[src/hdl/xorshift8_bit_dispenser_top_defines.svh]
// assertion macros shared by the dispenser rtl
// expects i_clk and i_rst_n in the module that uses them
`ifndef XORSHIFT8_BIT_DISPENSER_TOP_DEFINES_SVH
`define XORSHIFT8_BIT_DISPENSER_TOP_DEFINES_SVH

// same-cycle implication, disabled in reset
`define XBD_ASSERT_NOW(label, ante, cons, msg) \
    label: assert property (@(posedge i_clk) disable iff (!i_rst_n) (ante) |-> (cons)) \
        else $error(msg);

// next-cycle implication, disabled in reset
`define XBD_ASSERT_NEXT(label, ante, cons, msg) \
    label: assert property (@(posedge i_clk) disable iff (!i_rst_n) (ante) |=> (cons)) \
        else $error(msg);

`endif

[src/hdl/xbd_pkg.sv]
// shared types, codes and the xorshift step for the bit dispenser
// no dependencies
package xbd_pkg;

    localparam int WORD_W = 8;
    localparam int CNT_W  = 4;

    localparam logic [CNT_W-1:0] FULL_CNT     = 4'd8;
    localparam logic [CNT_W-1:0] MAX_UNSIGNED = 4'd8;
    localparam logic [CNT_W-1:0] MAX_SIGNED   = 4'd7;

    localparam logic [1:0] KIND_SEED     = 2'd0;
    localparam logic [1:0] KIND_UNSIGNED = 2'd1;
    localparam logic [1:0] KIND_SIGNED   = 2'd2;

    localparam logic [1:0] OP_SEED      = 2'd0;
    localparam logic [1:0] OP_UNSIGNED  = 2'd1;
    localparam logic [1:0] OP_SIGNED    = 2'd2;
    localparam logic [1:0] OP_RANGE_ERR = 2'd3;

    typedef struct packed {
        logic [1:0]        op;
        logic [CNT_W-1:0]  take;
        logic [WORD_W-1:0] seed;
    } t_cmd;

    function automatic logic [WORD_W-1:0] xorshift_next(input logic [WORD_W-1:0] x);
        logic [WORD_W-1:0] a;
        logic [WORD_W-1:0] b;
        a = x ^ (x << 1);
        b = a ^ (a >> 1);
        return b ^ (b >> 2);
    endfunction

endpackage

[src/hdl/xorshift8_bit_dispenser_top.sv]
// xorshift8 bit dispenser, top level
// depends on xbd_pkg, xbd_front, xbd_cmd_fifo, xbd_back
//
//  channel  | handshake         | payload
//  ---------+-------------------+-------------------------------------
//  request  | push / full       | i_kind, i_seed_value, i_bit_count
//  result   | pop / empty       | o_value, o_in_range
//
// an accepted request, unless a zero seed or an unused kind, enters the command queue in
// the cycle it is accepted; the sequencer loads a seed directly and serves a draw with up
// to two reserve-to-buffer transfers, then the extract, which waits for a free result slot.
// the reserve data holds no reset value and needs no clearing pass.
// full rises when CMD_DEPTH requests wait; a full result register stalls only the sequencer's extract.
module xorshift8_bit_dispenser_top
    import xbd_pkg::*;
#(
    parameter int CMD_DEPTH = 2
) (
    input  logic              i_clk,
    input  logic              i_rst_n,
    input  logic              push,
    output logic              full,
    input  logic [1:0]        i_kind,
    input  logic [WORD_W-1:0] i_seed_value,
    input  logic [CNT_W-1:0]  i_bit_count,
    output logic              empty,
    input  logic              pop,
    output logic [WORD_W-1:0] o_value,
    output logic              o_in_range
);

    logic w_fifo_full;
    logic w_wr_en;
    t_cmd w_wr_cmd;
    logic w_cmd_valid;
    t_cmd w_cmd;
    logic w_cmd_pop;

    xbd_front u_front (
        .i_push       (push),
        .i_kind       (i_kind),
        .i_seed_value (i_seed_value),
        .i_bit_count  (i_bit_count),
        .i_fifo_full  (w_fifo_full),
        .o_full       (full),
        .o_wr_en      (w_wr_en),
        .o_cmd        (w_wr_cmd)
    );

    xbd_cmd_fifo #(
        .DEPTH (CMD_DEPTH)
    ) u_fifo (
        .i_clk     (i_clk),
        .i_rst_n   (i_rst_n),
        .i_wr_en   (w_wr_en),
        .i_wr_data (w_wr_cmd),
        .i_rd_en   (w_cmd_pop),
        .o_full    (w_fifo_full),
        .o_valid   (w_cmd_valid),
        .o_rd_data (w_cmd)
    );

    xbd_back u_back (
        .i_clk       (i_clk),
        .i_rst_n     (i_rst_n),
        .i_cmd_valid (w_cmd_valid),
        .i_cmd       (w_cmd),
        .o_cmd_pop   (w_cmd_pop),
        .i_pop       (pop),
        .o_empty     (empty),
        .o_value     (o_value),
        .o_in_range  (o_in_range)
    );

endmodule

[src/hdl/xbd_front.sv]
// request classifier: turns input requests into queue commands
// depends on xbd_pkg
module xbd_front
    import xbd_pkg::*;
(
    input  logic              i_push,
    input  logic [1:0]        i_kind,
    input  logic [WORD_W-1:0] i_seed_value,
    input  logic [CNT_W-1:0]  i_bit_count,
    input  logic              i_fifo_full,
    output logic              o_full,
    output logic              o_wr_en,
    output t_cmd              o_cmd
);

    logic w_accept;

    assign w_accept = i_push && !i_fifo_full;
    assign o_full   = i_fifo_full;

    always_comb begin
        o_wr_en     = 1'b0;
        o_cmd.op    = OP_RANGE_ERR;
        o_cmd.take  = i_bit_count;
        o_cmd.seed  = i_seed_value;
        unique case (i_kind)
            KIND_SEED: begin
                o_cmd.op = OP_SEED;
                o_wr_en  = w_accept && (i_seed_value != '0);
            end
            KIND_UNSIGNED: begin
                o_wr_en = w_accept;
                if (i_bit_count != '0 && i_bit_count <= MAX_UNSIGNED) begin
                    o_cmd.op = OP_UNSIGNED;
                end
            end
            KIND_SIGNED: begin
                o_wr_en = w_accept;
                if (i_bit_count != '0 && i_bit_count <= MAX_SIGNED) begin
                    o_cmd.op   = OP_SIGNED;
                    o_cmd.take = i_bit_count + 4'd1;
                end
            end
            default: begin
                // unused kind is dropped
                o_wr_en = 1'b0;
            end
        endcase
    end

endmodule

[src/hdl/xbd_cmd_fifo.sv]
// small command queue between classifier and sequencer
// depends on xbd_pkg
module xbd_cmd_fifo
    import xbd_pkg::*;
#(
    parameter int DEPTH = 2
) (
    input  logic i_clk,
    input  logic i_rst_n,
    input  logic i_wr_en,
    input  t_cmd i_wr_data,
    input  logic i_rd_en,
    output logic o_full,
    output logic o_valid,
    output t_cmd o_rd_data
);

    localparam int PTR_W = (DEPTH > 1) ? $clog2(DEPTH) : 1;
    localparam int CNT_W_Q = $clog2(DEPTH + 1);
    localparam logic [PTR_W-1:0]   LAST_PTR = PTR_W'(DEPTH - 1);
    localparam logic [CNT_W_Q-1:0] DEPTH_CNT = CNT_W_Q'(DEPTH);

    t_cmd               r_mem [DEPTH];
    logic [PTR_W-1:0]   r_wptr, n_wptr;
    logic [PTR_W-1:0]   r_rptr, n_rptr;
    logic [CNT_W_Q-1:0] r_cnt, n_cnt;
    logic               w_wr;
    logic               w_rd;

    assign o_full    = (r_cnt == DEPTH_CNT);
    assign o_valid   = (r_cnt != '0);
    assign o_rd_data = r_mem[r_rptr];
    assign w_wr      = i_wr_en && !o_full;
    assign w_rd      = i_rd_en && o_valid;

    always_comb begin
        n_wptr = r_wptr;
        n_rptr = r_rptr;
        n_cnt  = r_cnt;
        if (w_wr) begin
            n_wptr = (r_wptr == LAST_PTR) ? '0 : r_wptr + 1'b1;
        end
        if (w_rd) begin
            n_rptr = (r_rptr == LAST_PTR) ? '0 : r_rptr + 1'b1;
        end
        if (w_wr && !w_rd) begin
            n_cnt = r_cnt + 1'b1;
        end else if (w_rd && !w_wr) begin
            n_cnt = r_cnt - 1'b1;
        end
    end

    always_ff @(posedge i_clk) begin
        if (!i_rst_n) begin
            r_wptr <= '0;
            r_rptr <= '0;
            r_cnt  <= '0;
        end else begin
            r_wptr <= n_wptr;
            r_rptr <= n_rptr;
            r_cnt  <= n_cnt;
        end
    end

    always_ff @(posedge i_clk) begin
        if (w_wr) begin
            r_mem[r_wptr] <= i_wr_data;
        end
    end

endmodule

[src/hdl/xbd_back.sv]
// sequencer: generator, reserve and buffer, plus the result register
// depends on xbd_pkg and the assertion macro header
`include "xorshift8_bit_dispenser_top_defines.svh"

module xbd_back
    import xbd_pkg::*;
(
    input  logic              i_clk,
    input  logic              i_rst_n,
    input  logic              i_cmd_valid,
    input  t_cmd              i_cmd,
    output logic              o_cmd_pop,
    input  logic              i_pop,
    output logic              o_empty,
    output logic [WORD_W-1:0] o_value,
    output logic              o_in_range
);

    logic [WORD_W-1:0] r_gen, n_gen;
    logic [WORD_W-1:0] r_buf, n_buf;
    logic [CNT_W-1:0]  r_bcnt, n_bcnt;
    logic [WORD_W-1:0] r_res, n_res;
    logic [CNT_W-1:0]  r_rcnt, n_rcnt;
    logic              r_out_valid, n_out_valid;
    logic [WORD_W-1:0] r_out_value, n_out_value;
    logic              r_out_in_range, n_out_in_range;

    logic              w_slot_free;
    logic              w_xfer;
    logic              w_emit;
    logic [WORD_W-1:0] w_next_gen;
    logic [WORD_W-1:0] w_src;
    logic [CNT_W-1:0]  w_scnt;
    logic [CNT_W-1:0]  w_room;
    logic [CNT_W-1:0]  w_moved;
    logic [WORD_W-1:0] w_mask;
    logic [WORD_W-1:0] w_bits;
    logic [2:0]        w_sign_idx;
    logic [WORD_W-1:0] w_signed_val;

    assign w_slot_free = !r_out_valid || i_pop;

    // refill from the generator when the reserve is empty
    assign w_next_gen = xorshift_next(r_gen);
    assign w_src      = (r_rcnt == '0) ? w_next_gen : r_res;
    assign w_scnt     = (r_rcnt == '0) ? FULL_CNT : r_rcnt;
    assign w_room     = FULL_CNT - r_bcnt;
    assign w_moved    = (w_scnt >= w_room) ? w_room : w_scnt;

    // low bits out of the buffer
    assign w_mask       = 8'hFF >> (FULL_CNT - i_cmd.take);
    assign w_bits       = r_buf & w_mask;
    assign w_sign_idx   = 3'(i_cmd.take - 4'd1);
    assign w_signed_val = w_bits[w_sign_idx] ? (w_bits | (8'hFF << w_sign_idx)) : w_bits;

    always_comb begin
        n_gen          = r_gen;
        n_buf          = r_buf;
        n_bcnt         = r_bcnt;
        n_res          = r_res;
        n_rcnt         = r_rcnt;
        n_out_valid    = r_out_valid && !i_pop;
        n_out_value    = r_out_value;
        n_out_in_range = r_out_in_range;
        o_cmd_pop      = 1'b0;
        w_xfer         = 1'b0;
        w_emit         = 1'b0;
        if (i_cmd_valid) begin
            unique case (i_cmd.op) inside
                OP_SEED: begin
                    n_gen     = i_cmd.seed;
                    o_cmd_pop = 1'b1;
                end
                OP_RANGE_ERR: begin
                    if (w_slot_free) begin
                        w_emit         = 1'b1;
                        o_cmd_pop      = 1'b1;
                        n_out_valid    = 1'b1;
                        n_out_value    = '0;
                        n_out_in_range = 1'b0;
                    end
                end
                OP_UNSIGNED, OP_SIGNED: begin
                    if (r_bcnt < i_cmd.take) begin
                        w_xfer = 1'b1;
                        if (r_rcnt == '0) begin
                            n_gen = w_next_gen;
                        end
                        n_buf  = r_buf | (w_src << r_bcnt[2:0]);
                        n_bcnt = r_bcnt + w_moved;
                        n_res  = w_src >> w_moved;
                        n_rcnt = w_scnt - w_moved;
                    end else if (w_slot_free) begin
                        w_emit         = 1'b1;
                        o_cmd_pop      = 1'b1;
                        n_buf          = r_buf >> i_cmd.take;
                        n_bcnt         = r_bcnt - i_cmd.take;
                        n_out_valid    = 1'b1;
                        n_out_value    = (i_cmd.op == OP_SIGNED) ? w_signed_val : w_bits;
                        n_out_in_range = 1'b1;
                    end
                end
            endcase
        end
    end

    always_ff @(posedge i_clk) begin
        if (!i_rst_n) begin
            r_gen       <= 8'd1;
            r_buf       <= '0;
            r_bcnt      <= '0;
            r_rcnt      <= '0;
            r_out_valid <= 1'b0;
        end else begin
            r_gen       <= n_gen;
            r_buf       <= n_buf;
            r_bcnt      <= n_bcnt;
            r_rcnt      <= n_rcnt;
            r_out_valid <= n_out_valid;
        end
    end

    always_ff @(posedge i_clk) begin
        r_res          <= n_res;
        r_out_value    <= n_out_value;
        r_out_in_range <= n_out_in_range;
    end

    assign o_empty    = !r_out_valid;
    assign o_value    = r_out_value;
    assign o_in_range = r_out_in_range;

    `XBD_ASSERT_NOW(a_bcnt_max, 1'b1, r_bcnt <= FULL_CNT && r_rcnt <= FULL_CNT, "count above 8")
    `XBD_ASSERT_NOW(a_buf_clean, 1'b1, (r_buf >> r_bcnt) == '0, "buffer bits above count")
    `XBD_ASSERT_NEXT(a_xfer_grows, w_xfer, r_bcnt > $past(r_bcnt), "transfer moved no bits")
    `XBD_ASSERT_NOW(a_emit_excl, w_emit, !w_xfer && w_slot_free, "result without free slot")

endmodule

[config.mk]
export PLATFORM = sky130hd
export DESIGN_NAME = xorshift8_bit_dispenser_top
export DESIGN_NICKNAME = d
export VERILOG_FILES = /design/src/hdl/xbd_pkg.sv /design/src/hdl/xorshift8_bit_dispenser_top.sv /design/src/hdl/xbd_front.sv /design/src/hdl/xbd_cmd_fifo.sv /design/src/hdl/xbd_back.sv
export VERILOG_INCLUDE_DIRS = /design/src /design/src/hdl
export SDC_FILE = /design/constraint.sdc
export NUM_CORES = 1
export LEC_CHECK = 0
export BUFFER_PORTS_ARGS = -buffer_cell sky130_fd_sc_hd__buf_2
export CAP_MARGIN = 10
export CORE_ASPECT_RATIO = 1.75
export CORE_UTILIZATION = 63
export CTS_BUF_LIST = sky130_fd_sc_hd__clkbuf_16
export CTS_CLUSTER_DIAMETER = 200
export DETAILED_ROUTE_END_ITERATION = 8
export HOLD_SLACK_MARGIN = 0.12
export MAX_ROUTING_LAYER = met4
export PLACE_DENSITY = 0.82
export SYNTH_ARGS = -nofsm -noshare
export SYNTH_HDL_FRONTEND = slang
export SYNTH_HIERARCHICAL = 1
export SYNTH_SLANG_ARGS = --single-unit
[constraint.sdc]
create_clock -name i_clk -period 7.58 [get_ports i_clk]
set_input_delay 0.758 -clock i_clk [delete_from_list [all_inputs] [get_ports i_clk]]
set_output_delay 0.758 -clock i_clk [all_outputs]
set_load 0.005 [all_outputs]
Word level (Yosys, flattened, before mapping):

Memory sizes are Yosys's and may differ from the RTL's. A register that Yosys moved wholly into a read port is not among the register bits.
Index checks and enable logic that the tools add are counted.

* input port bits: 18
* memories kept: 1
* bits in registers: 46
* bits in writable memories: 28
* output and inout port bits: 11
* word-level logic and storage cells: 124

Memories
* u_fifo.r_mem: depth 2, bits a word 14, read ports 1, clocked after memory_dff 1, wr ports 1, RTL line xbd_cmd_fifo.sv:23 `t_cmd r_mem [DEPTH];`

* reductions and logical operators: 31
* order comparisons: 5
* bitwise operators: 6
* equal/unequal tests: 11
* shifts and indexed selects: 5
* add/subtract/negate cells: 11
* mux-type cells: 43

Operator list (count)
* $mux 8: 10
* $pmux 8 s2: 2
* $mux 4: 5
* $mux 1: 16
* $or 8x8->8: 2
* $shr 8x4->8: 2
* $reduce_bool 2->1: 5
* $logic_and 1x1->1: 9
* $and 8x8->8: 1
* $eq 2x2->1 const B: 4
* $ne 2x1->1 const B: 4
* $reduce_bool 8->1: 1
* $shl 8x3->8: 1
* $shl 8x3->8 const A: 1
* $shr 8x4->8 const A: 1
* $sub 4x4->4: 2
* $sub 4x4->4 const A: 2
* $xor 8x6->8: 1
* $xor 8x7->8: 1
* $xor 8x8->8: 1
* $mux 2: 3
* $pmux 1 s2: 3
* $pmux 2 s3: 1
* $reduce_and 3->1: 2
* 24 further kinds: 32

Depth between registers and ports, before layout:

* word-level depth: 10
* depth in mapped cells: 18
* gate-level depth less buffers: 16

Hierarchy:

Netlist, hierarchy kept.

By module, submodules not included
* xbd_back: seq. area each 1011.0 µm², cells each 426, instances 1, area an instance 3696.0 µm²
* xbd_cmd_fifo: seq. area each 940.9 µm², cells each 68, instances 1, area an instance 1239.9 µm²
* xbd_front: seq. area each 0.0 µm², cells each 37, instances 1, area an instance 302.8 µm²

Worst setup path before layout:

No wires, ideal clock.

* path type: reg-to-reg
* from: register with a tool-made name
* to: register u_fifo.r_cnt[1]
* slack: 3.781 ns
* path buffers: 3
* clock period less this slack: 3.799 ns
* library setup time: 0.070 ns
* arrival time: 3.730 ns
* cell stages (with the launch flop): 17
* data required time: 7.510 ns
* cell sequence: dfxtp_1 -> buf_2 -> mux2_2 -> ha_1 -> fa_1 -> nor2b_1 -> o21a_1 -> or2_2 -> clkbuf_1 -> clkbuf_1 -> a21oi_1 -> o21ai_0 -> and2_1 -> o21ai_1 -> ha_1 -> or3_1 -> a21boi_1

RTL lines
* end signal: assignment: RTL line xbd_cmd_fifo.sv:61 `r_cnt <= n_cnt;`
* end: declaration: RTL line xbd_cmd_fifo.sv:26 `logic [CNT_W_Q-1:0] r_cnt, n_cnt;`

Worst setup path after layout:

* from: register u_back.r_bcnt[1]
* to: register u_back.r_bcnt[2]

* cells in the longest elaborated chain, start to end: 5
* elaborated cells between the ends (all ways): 10
* those cells by class: add/sub: 3; order compare: 2; mux: 3; reduce/logical: 2

RTL lines
* start: declaration: RTL line xbd_back.sv:21 `logic [CNT_W-1:0] r_bcnt, n_bcnt;`
* start signal: assignment: RTL line xbd_back.sv:117 `r_bcnt <= n_bcnt;`
* $sub 4x4->4: RTL line xbd_back.sv:47 `assign w_room = FULL_CNT - r_bcnt;`
* $ge 4x4->1: RTL line xbd_back.sv:48 `assign w_moved = (w_scnt >= w_room) ? w_room : w_scnt;`
* $mux 4: RTL line xbd_back.sv:48
* $add 4x4->4: RTL line xbd_back.sv:90 `n_bcnt = r_bcnt + w_moved;`
* $mux 4: RTL line xbd_back.sv:84 `if (r_bcnt < i_cmd.take) begin`

Parallel ways exist; a longest one is shown, timed or not. The select of a mux whose other input is x is not followed.
A chain may end at the register's enable or synchronous reset.

==> results.txt <==
The maximum number of buffers from clock root to sink was 2. The end-of-flow core utilization was 70.4%. The core region area was 8020 um2; the fraction of layout instances using a drive strength above 1 was 16.7%.

The multiplexer area fraction after synthesis was 13.9%. The tools report the CTS root buffer as clkbuf_16. The critical path data arrival time is 4560 ps. The XOR/XNOR share of the synthesized area was 4.01%. TritonCTS built the clock tree. The clock sink count is 75, and the depth of the most critical reg-to-reg path is 15. For the number of warnings printed during yosys synthesis, the log shows 6.

The number of antenna diodes in the final layout is 0. Global routing used 32.0% of the available tracks across all layers. The total power is 2.71 mW. For the final hold violation count, the log shows 0. The via count of the first global-routing pass is 4183.

The worst setup path is captured at a flip-flop. The synthesized netlist devotes 16.8% of its cell area to compound gates. In this run the worst path has a maximum fanout of 19. For this design the ratio of total power to cell area is 481 nW/um2.

Routability-driven placement finished with a final weighted congestion of 0.986. The run gives 636 as the final cell count without fillers. Number of standard cells after synthesis: 531. Predominant post-synthesis flop cell: edfxtp_1.

The logs give 340 ps for the clock latency reported for the late side of the worst-skew pair and 9 for the detailed-routing iteration count for the pre-antenna-repair pass. The highest clock frequency the design can meet was 229 MHz; the effective utilization at floorplan was 65.4%. The critical path is of the flip-flop to flip-flop type.

The detailed placer's ending HPWL was 9430 um; the number of enable flip-flop cells after synthesis was 45. The H-tree generated during clock tree synthesis spans 3 levels. Number of buffers inserted for hold repair after clock tree synthesis: 0.

The synthesized netlist devotes 7.45% of its cell area to adder and majority cells. The required time reported for the critical path endpoint is 7780 ps. The worst pin sits at a relative slew slack of 20.9%.

Count of boundary I/O pins: 29. After detailed placement, the total cell area comes to 5320 um2. By area, the combinational part of the netlist is dominated by compound AO/OA/AOI/OAI gates. The tools report the sequential fraction of the synthesis area as 37.3%.

The floorplan step defined a die boundary enclosing 8700 um2. Once routing completed, OpenROAD measured the worst setup slack at 3220 ps. For this run, the post-layout net count is 589.

Across the VDD grid, the largest voltage drop is 451 uV. The DRC marker count from the first detailed-route iteration came out at 439. Hold timing on the final database bottoms out at a slack of 530 ps.

In this run the remaining antenna-violating nets after routing total 0. After synthesis the netlist holds a flip-flop and latch count of 75. The path class of the tightest hold or removal check is flip-flop to flip-flop. The logs give 0 for the initial antenna violation count and 9 for the number of buffers inserted during clock tree synthesis.

The global-route congestion overflow total came out at 0. Setup violations remaining at the end of the flow were counted as 0. Averaged over all synthesized cells, the footprint is 9.87 um2. The tools report the post-cts sizing count as 0. The proportion of register bits with asynchronous set or reset after synthesis was 0%; the post-route standard cell area excluding fillers was 5640 um2. Using the TritonRoute via totals, the vias-per-cell ratio works out to 6.76. The first global-routing pass estimated 20400 um of wire.

After clock tree synthesis, the clock-pin slew on the worst setup and hold paths is 60 ps. The detailed-route DRC error count was 4. The clock skew after layout was 8.56 ps; the number of maximum-capacitance constraint violations was 0.

Row generation in the floorplan step produced 43 rows. Counting tap cells, the placed design contains a total of 618 instances. The worst setup path is launched from a flip-flop.

Setup repair after global routing left no endpoint under its margin. The synthesized net count was 579. The logs give 73 for the number of unique standard cell types used by synthesis and 4297 for the via count of the routed design. The floorplan die width came out at 70.9 um. Subtracting the final worst setup slack from the clock period gives 4360 ps. Wires add up to 12800 um. The synthesis-to-finish area growth came out at 7.67%.

The final reports fail on design-rule violations. Port buffering added 28 buffers. Along the worst hold path, the cell count comes to 2. In the finished design, the share of the clock period the worst path needs comes to 57.5%. Entering global routing, the biggest net connects 21 pins.

Buffers added to address setup during post-CTS repair amount to 0. The post-synthesis instance area was 5240 um2. The flow ran to the end, but the final reports show violations.

After routing, the total negative slack on setup checks comes to 0 ps. Routed wirelength normalized by instance count: 20.2 um. At the pin with the least slew margin, the transition time is 1180 ps. Measured along the y axis, the die boundary spans 123 um. The logs give 0 for the final count of pins violating max slew and 2.20 nW for the reported leakage power.

Before CTS, the worst setup slack after placement is 3380 ps. Leaving out fill and tap cells, the most frequent cells in the layout are nor2_1, edfxtp_1, inv_1. The area share of and/or/nand/nor cells after synthesis works out to 14.6%.
-- path summary, 6_finish.rpt --
check / start / endpoint / slack [ps]
worst max-delay path: u_back/r_bcnt[1] / u_back/r_bcnt[2] / 3220
worst min-delay path: u_fifo/r_cnt[1] / u_fifo/r_cnt[1] / 530
worst max register to register: u_back/r_bcnt[1] / u_back/r_bcnt[2] / 3220
worst min register to register: u_fifo/r_cnt[1] / u_fifo/r_cnt[1] / 530
-- synthesized netlist by cell type (7+ instances only) --
cell	count	area [um2]
nor2_1	45	169
xnor2_1	13	114
nand2_1	31	116
and2_1	9	56.3
o21ai_0	21	105
a21o_1	7	52.6
nor3_1	14	70.1
xor2_1	11	96.3
mux2i_1	23	230
dfxtp_1	30	601
ha_1	28	350
nand3_1	9	45.0
clkbuf_1	17	63.8
edfxtp_1	45	1350
a211oi_1	13	97.6
mux2_2	23	259
buf_4	9	67.6
inv_1	35	131
a21oi_1	20	100
-- layout make-up --
| type | count | area (um2) |
|---|---|---|
| clock inverters | 7 | 75.1 |
| repair buffers | 30 | 156 |
| multi-input cells | 386 | 2970 |
| clock buffers | 9 | 225 |
| inverters | 39 | 146 |
| flip-flops and latches | 75 | 1950 |
| well taps | 90 | 113 |
| fillers | 600 | 2380 |
-- flip-flops by register name, summed over array words and instances (netlist names), named ones only --
| register | cells |
|---|---|
| u_fifo/r_cnt | 2 |
| u_back/r_buf | 8 |
| u_back/r_bcnt | 4 |
| u_back/o_value | 8 |
| u_back/r_gen | 8 |
| u_back/r_out_valid | 1 |
| u_fifo/r_mem | 28 |
| u_back/o_in_range | 1 |
| u_back/r_res | 8 |
| u_fifo/r_wptr | 1 |
| u_back/r_rcnt | 4 |
| u_fifo/r_rptr | 1 |
-- kinds of logic (layout without fill, tap and decap cells) --
logic type / count (synthesis) / in the layout
AO/OA/AOI/OAI: 126 / 126
adder cells (fa/ha/maj): 30 / 30
AND/OR/NAND/NOR: 148 / 148
flip-flops: 75 / 75
multiplexers: 58 / 58
XOR/XNOR: 24 / 24
buffers and inverters: 70 / 85
-- critical path, stage by stage (launching register included) --
cell	delay, ps
dfxtp_1	800
inv_1	320
ha_1	310
xor2_1	250
ha_1	270
o21ai_1	130
a32oi_1	460
a21oi_2	190
nor2_4	220
inv_1	130
ha_1	230
fa_1	380
xnor2_1	170
nor2_1	60
a211oi_1	230
a211oi_1	70
-- power by group --
part	switching, mW	leakage, nW	internal (mW)
Sequential	0.103	0.659	0.534
Clock	0.174	0.144	0.257
Combinational	0.987	1.40	0.659
-- routing by layer --
metal  track usage [%]  part of all wire, %
met4              23.4                  6.5
met3              5.17                  4.5
met5                 -                    0
met2              56.1                   53
met1              31.8                   36
(Power assumes the default switching activity.)
